`src/rtl/tas_pkg.sv`:
```
`timescale 1ns / 1ps
`default_nettype none
// ----------------------------------------------------------------------------
// Target acquisition and track state: shared package
// Field types, register indexes, reset values, class codes and helpers.
// ----------------------------------------------------------------------------
package tas_pkg;

  // Field types.
  typedef logic [2:0]  name_t;
  typedef logic [3:0]  prio_t;
  typedef logic [15:0] dist_t;
  typedef logic [19:0] us_t;
  typedef logic [7:0]  cnt_t;
  typedef logic [5:0]  idx_t;
  typedef logic [1:0]  mode_t;
  typedef logic [1:0]  init_t;
  typedef logic [2:0]  cfg_idx_t;
  typedef logic [19:0] cfg_data_t;

  // Default bound on armors taken per frame.
  localparam int unsigned MaxArmorsPerFrame = 64;

  // Item kinds.
  localparam logic OP_ARMOR     = 1'b0;
  localparam logic OP_FRAME_END = 1'b1;

  // Configuration register indexes.
  localparam cfg_idx_t CFG_ENEMY_COLOR     = 3'd0;
  localparam cfg_idx_t CFG_MIN_DETECT      = 3'd1;
  localparam cfg_idx_t CFG_MAX_MISS        = 3'd2;
  localparam cfg_idx_t CFG_OUTPOST_MISS    = 3'd3;
  localparam cfg_idx_t CFG_GAP_TIMEOUT     = 3'd4;

  // Configuration reset values.
  localparam logic RST_ENEMY_COLOR  = 1'b0;
  localparam cnt_t RST_MIN_DETECT   = 8'd3;
  localparam cnt_t RST_MAX_MISS     = 8'd5;
  localparam cnt_t RST_OUTPOST_MISS = 8'd20;
  localparam us_t  RST_GAP_TIMEOUT  = 20'd100000;

  // Armor class codes used by the logic.
  localparam name_t NAME_THREE   = 3'd2;
  localparam name_t NAME_FOUR    = 3'd3;
  localparam name_t NAME_FIVE    = 3'd4;
  localparam name_t NAME_OUTPOST = 3'd6;
  localparam name_t NAME_BASE    = 3'd7;
  localparam logic  KIND_BIG     = 1'b1;

  // Filter initialisation profiles.
  localparam init_t INIT_BALANCE = 2'd0;
  localparam init_t INIT_OUTPOST = 2'd1;
  localparam init_t INIT_BASE    = 2'd2;
  localparam init_t INIT_OTHER   = 2'd3;

  // Increment that holds at the top of the range.
  function automatic cnt_t sat_inc(input cnt_t v);
    sat_inc = (v == 8'hFF) ? v : v + 8'd1;
  endfunction

  // Filter profile for a newly chosen target.
  function automatic init_t classify(input name_t name, input logic kind);
    if (kind == KIND_BIG &&
        (name == NAME_THREE || name == NAME_FOUR || name == NAME_FIVE)) begin
      classify = INIT_BALANCE;
    end else if (name == NAME_OUTPOST) begin
      classify = INIT_OUTPOST;
    end else if (name == NAME_BASE) begin
      classify = INIT_BASE;
    end else begin
      classify = INIT_OTHER;
    end
  endfunction

endpackage
`default_nettype wire

```
`src/rtl/target_acquire_track_state.sv`:
```
// A frame end passes through the input register, then the result register, and is
// then shown on the output; armor items give no result.
// Throughput: one item per cycle, limited only by the result register: a frame
// end waits in the input register while an earlier result is still stalled.
// Reset: asynchronous, active low; track state lost, per-frame candidate and
// counters cleared, configuration registers at their default values.
`timescale 1ns / 1ps
`default_nettype none
// ----------------------------------------------------------------------------
// Target acquisition and track state
// Streams detected armors per frame, keeps the best candidate and the count of
// armors matching the held target, and runs the four-state track machine at
// each frame end.
// ----------------------------------------------------------------------------
module target_acquire_track_state #(
  parameter int unsigned MAX_ARMORS_PER_FRAME = tas_pkg::MaxArmorsPerFrame
) (
  input  wire logic                clk_i,
  input  wire logic                rst_ni,
  // Configuration write channel.
  input  wire logic                cfg_valid_i,
  output logic                     cfg_ready_o,
  input  wire tas_pkg::cfg_idx_t   cfg_index_i,
  input  wire tas_pkg::cfg_data_t  cfg_data_i,
  // Input item channel.
  input  wire logic                in_valid_i,
  output logic                     in_stall_o,
  input  wire logic                op_i,
  input  wire logic                armor_color_i,
  input  wire tas_pkg::name_t      armor_name_i,
  input  wire logic                armor_size_i,
  input  wire tas_pkg::prio_t      armor_priority_i,
  input  wire tas_pkg::dist_t      center_distance_i,
  input  wire tas_pkg::us_t        elapsed_us_i,
  input  wire logic                filter_diverged_i,
  input  wire logic                nis_window_nonempty_i,
  input  wire tas_pkg::idx_t       nis_failures_i,
  input  wire tas_pkg::idx_t       nis_window_size_i,
  // Result channel.
  output logic                     out_valid_o,
  input  wire logic                out_stall_i,
  output tas_pkg::mode_t           track_state_o,
  output logic                     target_valid_o,
  output tas_pkg::name_t           target_name_o,
  output logic                     target_kind_o,
  output logic                     acquired_o,
  output tas_pkg::idx_t            chosen_index_o,
  output tas_pkg::init_t           init_class_o,
  output tas_pkg::idx_t            match_count_o
);
  import tas_pkg::*;

  localparam int unsigned ArrW = $clog2(MAX_ARMORS_PER_FRAME + 1);
  typedef logic [ArrW-1:0] arr_t;
  localparam arr_t ArrLimit = arr_t'(MAX_ARMORS_PER_FRAME);

  typedef enum logic [1:0] {
    MODE_LOST      = 2'd0,
    MODE_DETECTING = 2'd1,
    MODE_TRACKING  = 2'd2,
    MODE_TEMP_LOST = 2'd3
  } mode_e;

  // Configuration registers.
  logic  enemy_color_q;
  cnt_t  min_detect_q, max_miss_q, outpost_miss_q;
  us_t   gap_timeout_q;

  // Input register.
  logic  in_valid_q;
  logic  op_q, color_q, kind_q, diverged_q, nis_any_q;
  name_t name_q;
  prio_t prio_q;
  dist_t dist_q;
  us_t   elapsed_q;
  idx_t  nis_fail_q, nis_win_q;

  // Track state and per-frame state.
  mode_e mode_q, mode_d;
  cnt_t  detect_q, detect_d, miss_q, miss_d;
  name_t held_name_q, held_name_d;
  logic  held_kind_q, held_kind_d;
  logic  best_valid_q, best_valid_d;
  prio_t best_prio_q, best_prio_d;
  dist_t best_dist_q, best_dist_d;
  name_t best_name_q, best_name_d;
  logic  best_kind_q, best_kind_d;
  idx_t  best_slot_q, best_slot_d;
  idx_t  matches_q, matches_d;
  arr_t  arrival_q, arrival_d;

  // Result register.
  logic  out_valid_q, out_valid_d;
  mode_t res_state_q, res_state_d;
  logic  res_tvalid_q, res_tvalid_d;
  name_t res_name_q, res_name_d;
  logic  res_kind_q, res_kind_d;
  logic  res_acq_q, res_acq_d;
  idx_t  res_chosen_q, res_chosen_d;
  init_t res_init_q, res_init_d;
  idx_t  res_mcount_q, res_mcount_d;

  logic  advance, do_armor, do_frame;

  // Configuration writes are always taken.
  assign cfg_ready_o = 1'b1;

  always_ff @(posedge clk_i or negedge rst_ni) begin
    if (!rst_ni) begin
      enemy_color_q  <= RST_ENEMY_COLOR;
      min_detect_q   <= RST_MIN_DETECT;
      max_miss_q     <= RST_MAX_MISS;
      outpost_miss_q <= RST_OUTPOST_MISS;
      gap_timeout_q  <= RST_GAP_TIMEOUT;
    end else if (cfg_valid_i) begin
      unique case (cfg_index_i)
        CFG_ENEMY_COLOR:  enemy_color_q  <= cfg_data_i[0];
        CFG_MIN_DETECT:   min_detect_q   <= cfg_data_i[7:0];
        CFG_MAX_MISS:     max_miss_q     <= cfg_data_i[7:0];
        CFG_OUTPOST_MISS: outpost_miss_q <= cfg_data_i[7:0];
        CFG_GAP_TIMEOUT:  gap_timeout_q  <= cfg_data_i;
        default: ;
      endcase
    end
  end

  // An armor always moves on; a frame end needs the result register free.
  assign advance    = (op_q == OP_ARMOR) || !out_valid_q || !out_stall_i;
  assign in_stall_o = in_valid_q && !advance;
  assign do_armor   = in_valid_q && (op_q == OP_ARMOR);
  assign do_frame   = in_valid_q && (op_q == OP_FRAME_END) && advance;

  // Input register: loads on every transfer.
  always_ff @(posedge clk_i or negedge rst_ni) begin
    if (!rst_ni) begin
      in_valid_q <= 1'b0;
    end else if (!in_stall_o) begin
      in_valid_q <= in_valid_i;
    end
  end

  always_ff @(posedge clk_i) begin
    if (in_valid_i && !in_stall_o) begin
      op_q       <= op_i;
      color_q    <= armor_color_i;
      name_q     <= armor_name_i;
      kind_q     <= armor_size_i;
      prio_q     <= armor_priority_i;
      dist_q     <= center_distance_i;
      elapsed_q  <= elapsed_us_i;
      diverged_q <= filter_diverged_i;
      nis_any_q  <= nis_window_nonempty_i;
      nis_fail_q <= nis_failures_i;
      nis_win_q  <= nis_window_size_i;
    end
  end

  // Armor and frame-end processing.
  always_comb begin
    mode_e mode_g;
    logic  match_path, found, better, nis_trip;
    cnt_t  det_inc, miss_inc, limit;
    logic  [8:0] fail_x5;
    logic  [6:0] win_x2;

    mode_d       = mode_q;
    detect_d     = detect_q;
    miss_d       = miss_q;
    held_name_d  = held_name_q;
    held_kind_d  = held_kind_q;
    best_valid_d = best_valid_q;
    best_prio_d  = best_prio_q;
    best_dist_d  = best_dist_q;
    best_name_d  = best_name_q;
    best_kind_d  = best_kind_q;
    best_slot_d  = best_slot_q;
    matches_d    = matches_q;
    arrival_d    = arrival_q;

    out_valid_d  = out_valid_q && out_stall_i;
    res_state_d  = res_state_q;
    res_tvalid_d = res_tvalid_q;
    res_name_d   = res_name_q;
    res_kind_d   = res_kind_q;
    res_acq_d    = res_acq_q;
    res_chosen_d = res_chosen_q;
    res_init_d   = res_init_q;
    res_mcount_d = res_mcount_q;

    // Gap check ahead of the decision.
    mode_g = mode_q;
    if (mode_q != MODE_LOST && elapsed_q > gap_timeout_q) begin
      mode_g = MODE_LOST;
    end
    match_path = (mode_g != MODE_LOST);
    found      = match_path ? (matches_q != '0) : best_valid_q;
    det_inc    = sat_inc(detect_q);
    miss_inc   = sat_inc(miss_q);
    limit      = (held_name_q == NAME_OUTPOST) ? outpost_miss_q : max_miss_q;
    better     = !best_valid_q || (prio_q < best_prio_q) ||
                 (prio_q == best_prio_q && dist_q < best_dist_q);
    // failures >= floor(2*window/5) rewritten without a divider.
    fail_x5    = 9'(nis_fail_q) * 9'd5 + 9'd4;
    win_x2     = {nis_win_q, 1'b0};
    nis_trip   = nis_any_q && (fail_x5 >= 9'(win_x2));

    if (do_armor) begin
      if (arrival_q < ArrLimit) begin
        arrival_d = arrival_q + arr_t'(1);
        if (color_q == enemy_color_q) begin
          if (better) begin
            best_valid_d = 1'b1;
            best_prio_d  = prio_q;
            best_dist_d  = dist_q;
            best_name_d  = name_q;
            best_kind_d  = kind_q;
            best_slot_d  = idx_t'(arrival_q);
          end
          if (name_q == held_name_q && kind_q == held_kind_q &&
              matches_q != 6'd63) begin
            matches_d = matches_q + 6'd1;
          end
        end
      end
    end else if (do_frame) begin
      res_acq_d    = 1'b0;
      res_chosen_d = '0;
      res_init_d   = INIT_BALANCE;
      res_mcount_d = match_path ? matches_q : '0;
      if (!match_path && found) begin
        held_name_d  = best_name_q;
        held_kind_d  = best_kind_q;
        res_acq_d    = 1'b1;
        res_chosen_d = best_slot_q;
        res_init_d   = classify(best_name_q, best_kind_q);
      end

      // Four-state track machine.
      mode_d = mode_g;
      unique case (mode_g)
        MODE_LOST: begin
          if (found) begin
            mode_d   = MODE_DETECTING;
            detect_d = 8'd1;
          end
        end
        MODE_DETECTING: begin
          if (found) begin
            detect_d = det_inc;
            if (det_inc >= min_detect_q) mode_d = MODE_TRACKING;
          end else begin
            detect_d = '0;
            mode_d   = MODE_LOST;
          end
        end
        MODE_TRACKING: begin
          if (!found) begin
            miss_d = 8'd1;
            mode_d = MODE_TEMP_LOST;
          end
        end
        MODE_TEMP_LOST: begin
          if (found) begin
            mode_d = MODE_TRACKING;
          end else begin
            miss_d = miss_inc;
            if (miss_inc > limit) mode_d = MODE_LOST;
          end
        end
        default: ;
      endcase

      // Filter health checks override the machine.
      if (diverged_q || nis_trip) mode_d = MODE_LOST;

      out_valid_d  = 1'b1;
      res_state_d  = mode_t'(mode_d);
      res_tvalid_d = (mode_d != MODE_LOST);
      res_name_d   = (mode_d != MODE_LOST) ? held_name_d : '0;
      res_kind_d   = (mode_d != MODE_LOST) && held_kind_d;

      // Start a fresh frame.
      best_valid_d = 1'b0;
      best_prio_d  = '0;
      best_dist_d  = '0;
      best_name_d  = '0;
      best_kind_d  = 1'b0;
      best_slot_d  = '0;
      matches_d    = '0;
      arrival_d    = '0;
    end
  end

  // State and result registers.
  always_ff @(posedge clk_i or negedge rst_ni) begin
    if (!rst_ni) begin
      mode_q       <= MODE_LOST;
      detect_q     <= '0;
      miss_q       <= '0;
      held_name_q  <= '0;
      held_kind_q  <= 1'b0;
      best_valid_q <= 1'b0;
      best_prio_q  <= '0;
      best_dist_q  <= '0;
      best_name_q  <= '0;
      best_kind_q  <= 1'b0;
      best_slot_q  <= '0;
      matches_q    <= '0;
      arrival_q    <= '0;
      out_valid_q  <= 1'b0;
    end else begin
      mode_q       <= mode_d;
      detect_q     <= detect_d;
      miss_q       <= miss_d;
      held_name_q  <= held_name_d;
      held_kind_q  <= held_kind_d;
      best_valid_q <= best_valid_d;
      best_prio_q  <= best_prio_d;
      best_dist_q  <= best_dist_d;
      best_name_q  <= best_name_d;
      best_kind_q  <= best_kind_d;
      best_slot_q  <= best_slot_d;
      matches_q    <= matches_d;
      arrival_q    <= arrival_d;
      out_valid_q  <= out_valid_d;
    end
  end

  always_ff @(posedge clk_i) begin
    res_state_q  <= res_state_d;
    res_tvalid_q <= res_tvalid_d;
    res_name_q   <= res_name_d;
    res_kind_q   <= res_kind_d;
    res_acq_q    <= res_acq_d;
    res_chosen_q <= res_chosen_d;
    res_init_q   <= res_init_d;
    res_mcount_q <= res_mcount_d;
  end

  assign out_valid_o    = out_valid_q;
  assign track_state_o  = res_state_q;
  assign target_valid_o = res_tvalid_q;
  assign target_name_o  = res_name_q;
  assign target_kind_o  = res_kind_q;
  assign acquired_o     = res_acq_q;
  assign chosen_index_o = res_chosen_q;
  assign init_class_o   = res_init_q;
  assign match_count_o  = res_mcount_q;

endmodule
`default_nettype wire

```
`config.mk`:
```
export PLATFORM = sky130hd
export DESIGN_NAME = target_acquire_track_state
export DESIGN_NICKNAME = d
export VERILOG_FILES = /design/src/rtl/tas_pkg.sv /design/src/rtl/target_acquire_track_state.sv
export SDC_FILE = /design/constraint.sdc
export NUM_CORES = 1
export LEC_CHECK = 0
export ABC_AREA = 1
export BUFFER_PORTS_ARGS = -buffer_cell sky130_fd_sc_hd__buf_2
export CELL_PAD_IN_SITES_DETAIL_PLACEMENT = 2
export CELL_PAD_IN_SITES_GLOBAL_PLACEMENT = 2
export CORE_UTILIZATION = 40
export CTS_CLUSTER_SIZE = 40
export DETAILED_ROUTE_END_ITERATION = 10
export PLACE_DENSITY = 0.95
export SYNTH_ARGS = -nofsm -noshare
export SYNTH_HDL_FRONTEND = slang
export SYNTH_SLANG_ARGS = --single-unit
```
`constraint.sdc`:
```
create_clock -name clk_i -period 6.6 [get_ports clk_i]
set_clock_uncertainty 0.15 [all_clocks]
set_input_delay 0.33 -clock clk_i [delete_from_list [all_inputs] [get_ports clk_i]]
set_output_delay 0.33 -clock clk_i [all_outputs]
set_load 0.02 [all_outputs]
```
==> flow_summary.toml <==
[power]
peakVddDrop_mv = 0.1643
finalPower_mw = 3.477
p_leak_nw = 5.668
cellPowerDensity_nw_per_um2 = 291.4

[yosys]
ys.warnings.count = 0
synthTopCellsByArea = "dfrtp_1 26%, edfxtp_1 25%, ha_1 10%"
synth_compound_area_share_pct = 8.624
synth.mux.area_fraction_pct = 0.9327
synth_flop_cell = "dfrtp_1"
synthAdderAreaFrac_pct = 10.30
syn_nets = 1198
synth-async-reset-ratio_pct = 57.95
synth-xor-area-share_pct = 1.163
synth-seq-cells = 195
synth_top_area_cell = "dfrtp_1"
synth_edf_count = 82
seq_area_frac_synth_pct = 54.17
ys_types = 50
synth_area_sq_um = 9793
synthSimpleGateAreaFrac_pct = 18.10
synth_top_family_by_area = "simple AND/OR/NAND/NOR gates"
synthCells = 1030
synth_top_area_share_pct = 25.81
synth_area_per_cell_sq_um = 9.508

[cts]
cts_tree = "built"
cts_buffers = 17
cts_resized = 0
htree_levels = 4
clock-sinks = 195
clk_latency_ns = 0.47
clkTransAtPathRegs_ns = 0.08
postCtsSetupBuffers = 0
cts-hold-fix-buffers = 67
root_buffer = "clkbuf_16"
cts_buffer_depth = 2

[critical_path]
crit_path_top_delay_cell = "nor3_1"
critPathRequiredTime_ns = 6.73
crit_chain = "inv_1 > nor3_1 > nand4_1 > nor2_1 > nor2_1 > nand3_1 > xor2_1 > inv_1 > ha_1 > a21oi_1 > nor2_1 > a211oi_1 > nand3_1 > inv_1 > nand2_1 > o22ai_1 > nand2_1 > nand2_1 > nand2_1 > a21oi_1"
cp-start-kind = "register"
crit_family = "simple AND/OR/NAND/NOR gates"
path_common_cell = "nand2_1"
cpPeakStageDelay_ns = 0.52
path_buf_inv = 3
worstPathMaxFanout = 7
crit_path_end_kind = "register"
startpoint = "detect_q[3]$_DFFE_PN0P_"
crit_arrival_ns = 5.08
path_class = "register to register"
r2r_start = "detect_q[3]$_DFFE_PN0P_"
rrSetupSlack_ns = 1.66

[grt]
grt_usage_pct = 36.58
grt_pass1_wl_mm = 65.60
grt-ovfl-total = 0
grt_max_degree = 61
antenna_found_initial = 0
grt_pass1_vias = 10200

[layout]
insertedDiodeCount = 0
n_fill_cell = 2451
fin_cells = 1541
area_growth_pct = 21.85
final_common_cell = "nand2_1"
nets = 1377
drive_above_1_share_pct = 14.81
utilization_pct = 50.24
mostFrequentLayoutCells = "240 x nand2_1, 144 x inv_1, 110 x buf_2"
design_area_sq_um = 11930

[timing]
rsz0062_at_grt = "false"
setup_violations = 0
finalHoldViolations = 1
slew_viol_final = 0
fmax_mhz = 202.3
fin_crit_sh_pct = 74.90
setup_ws_ns = 1.657
slew_headroom_pct = 15.43
fin_setup_tns_ns = 0
tightest_slew_ns = 1.266
hold_ws_ns = -0.01994
fin_crit_ns = 4.943

[routing]
via_per_inst = 5.681
post-route-drc-count = 0
finalWirelength_mm = 43.07
vias = 8755
wl_per_cell_um = 27.95
antenna_left = 0
first_pass_iters = 5
detail_route.iter0.violations = 540

[die]
die_area_sq_um = 25110
die_w_um = 158.5
rows = 56
start_util_pct = 41.23
die_y_um = 158.5
ioPinCount = 113
core_region_area_sq_um = 23750

[placement]
dpl.hpwl_mm = 21.49
post_dp_cell_area_sq_um = 10700
dpl_worst_slack_ns = 2.813
dp_cells = 1442
port_buffers = 111
gp_congestion = 0.7870

[hold_path]
hold_class = "input port to register"
hold_start = "cfg_data_i[11]"

[run_status]
status = "complete, but fails checks"
violations = "negative hold slack"

[run]
maxCapViolations = 0
## tightest hold or removal path, cell delays in order
cell,delay (ns)
buf_2,0.08
nor2_1,0.04
a21oi_1,0.11
## area by class of cell
| class | instances | area, sq um | area share, % |
|---|---|---|---|
| clock buffers | 17 | 425.4 | 3.565 |
| clock inverters | 15 | 132.6 | 1.111 |
| inverters | 147 | 551.8 | 4.624 |
| multi-input cells | 664 | 3845 | 32.22 |
| flip-flops and latches | 195 | 5305 | 44.46 |
| well taps | 319 | 399.1 | 3.345 |
| repair buffers | 184 | 1274 | 10.67 |
## state kept, by name, indices dropped and copies added (netlist names), 6 cells and up
signal	flops
elapsed_q	20
matches_q	6
nis_fail_q	6
arrival_q	7
gap_timeout_q	20
best_slot_q	6
match_count_o	6
min_detect_q	8
chosen_index_o	6
best_dist_q	16
detect_q	8
max_miss_q	8
dist_q	16
nis_win_q	6
miss_q	8
outpost_miss_q	8
## logic make-up after synthesis
family,count (synthesis)
buffers and inverters,171
multiplexers,9
AO/OA/AOI/OAI,154
AND/OR/NAND/NOR,407
other,1
adder cells (fa/ha/maj),80
XOR/XNOR,13
flip-flops,195
## worst paths after layout
path | endpoint | cells after the start
max | target_name_o[0]$_SDFFCE_PN0P_ | 20
min in group asynchronous | gap_timeout_q[14]$_DFFE_PN0P_ | 2
max in group asynchronous | best_slot_q[0]$_DFFE_PN0P_ | 3
min reg2reg | best_slot_q[4]$_DFFE_PN0P_ | 2
min | gap_timeout_q[11]$_DFFE_PN0P_ | 3
max reg2reg | target_name_o[0]$_SDFFCE_PN0P_ | 20
## synthesized netlist by cell type (all sizes together) (7+ instances only)
| library cell | n |
|---|---|
| dfrtp | 101 |
| edfxtp | 82 |
| dfstp | 12 |
| nand2 | 244 |
| buf | 7 |
| xor2 | 8 |
| nand3 | 35 |
| nand4 | 9 |
| clkbuf | 17 |
| inv | 147 |
| ha | 79 |
| a21oi | 58 |
| nor2 | 76 |
| nand3b | 25 |
| mux2i | 8 |
| o21ai | 79 |
| nor3 | 12 |
## power by group
part / switching (mW) / total, mW / leakage (nW) / internal, mW
combinational: 0.570 / 0.842 / 3.16 / 0.272
sequential: 0.125 / 1.54 / 2.23 / 1.41
clock: 0.572 / 1.10 / 0.270 / 0.526
total: 1.27 / 3.48 / 5.67 / 2.21
## layer usage
metal	share of wire, %	track usage (%)	vias up
met5	0	0	-
met4	5.3	22.48	0
met3	4.3	5.308	150
met2	52	64.93	374
met1	39	41.43	4490
li1	-	-	3741
(Power assumes the default switching activity.)
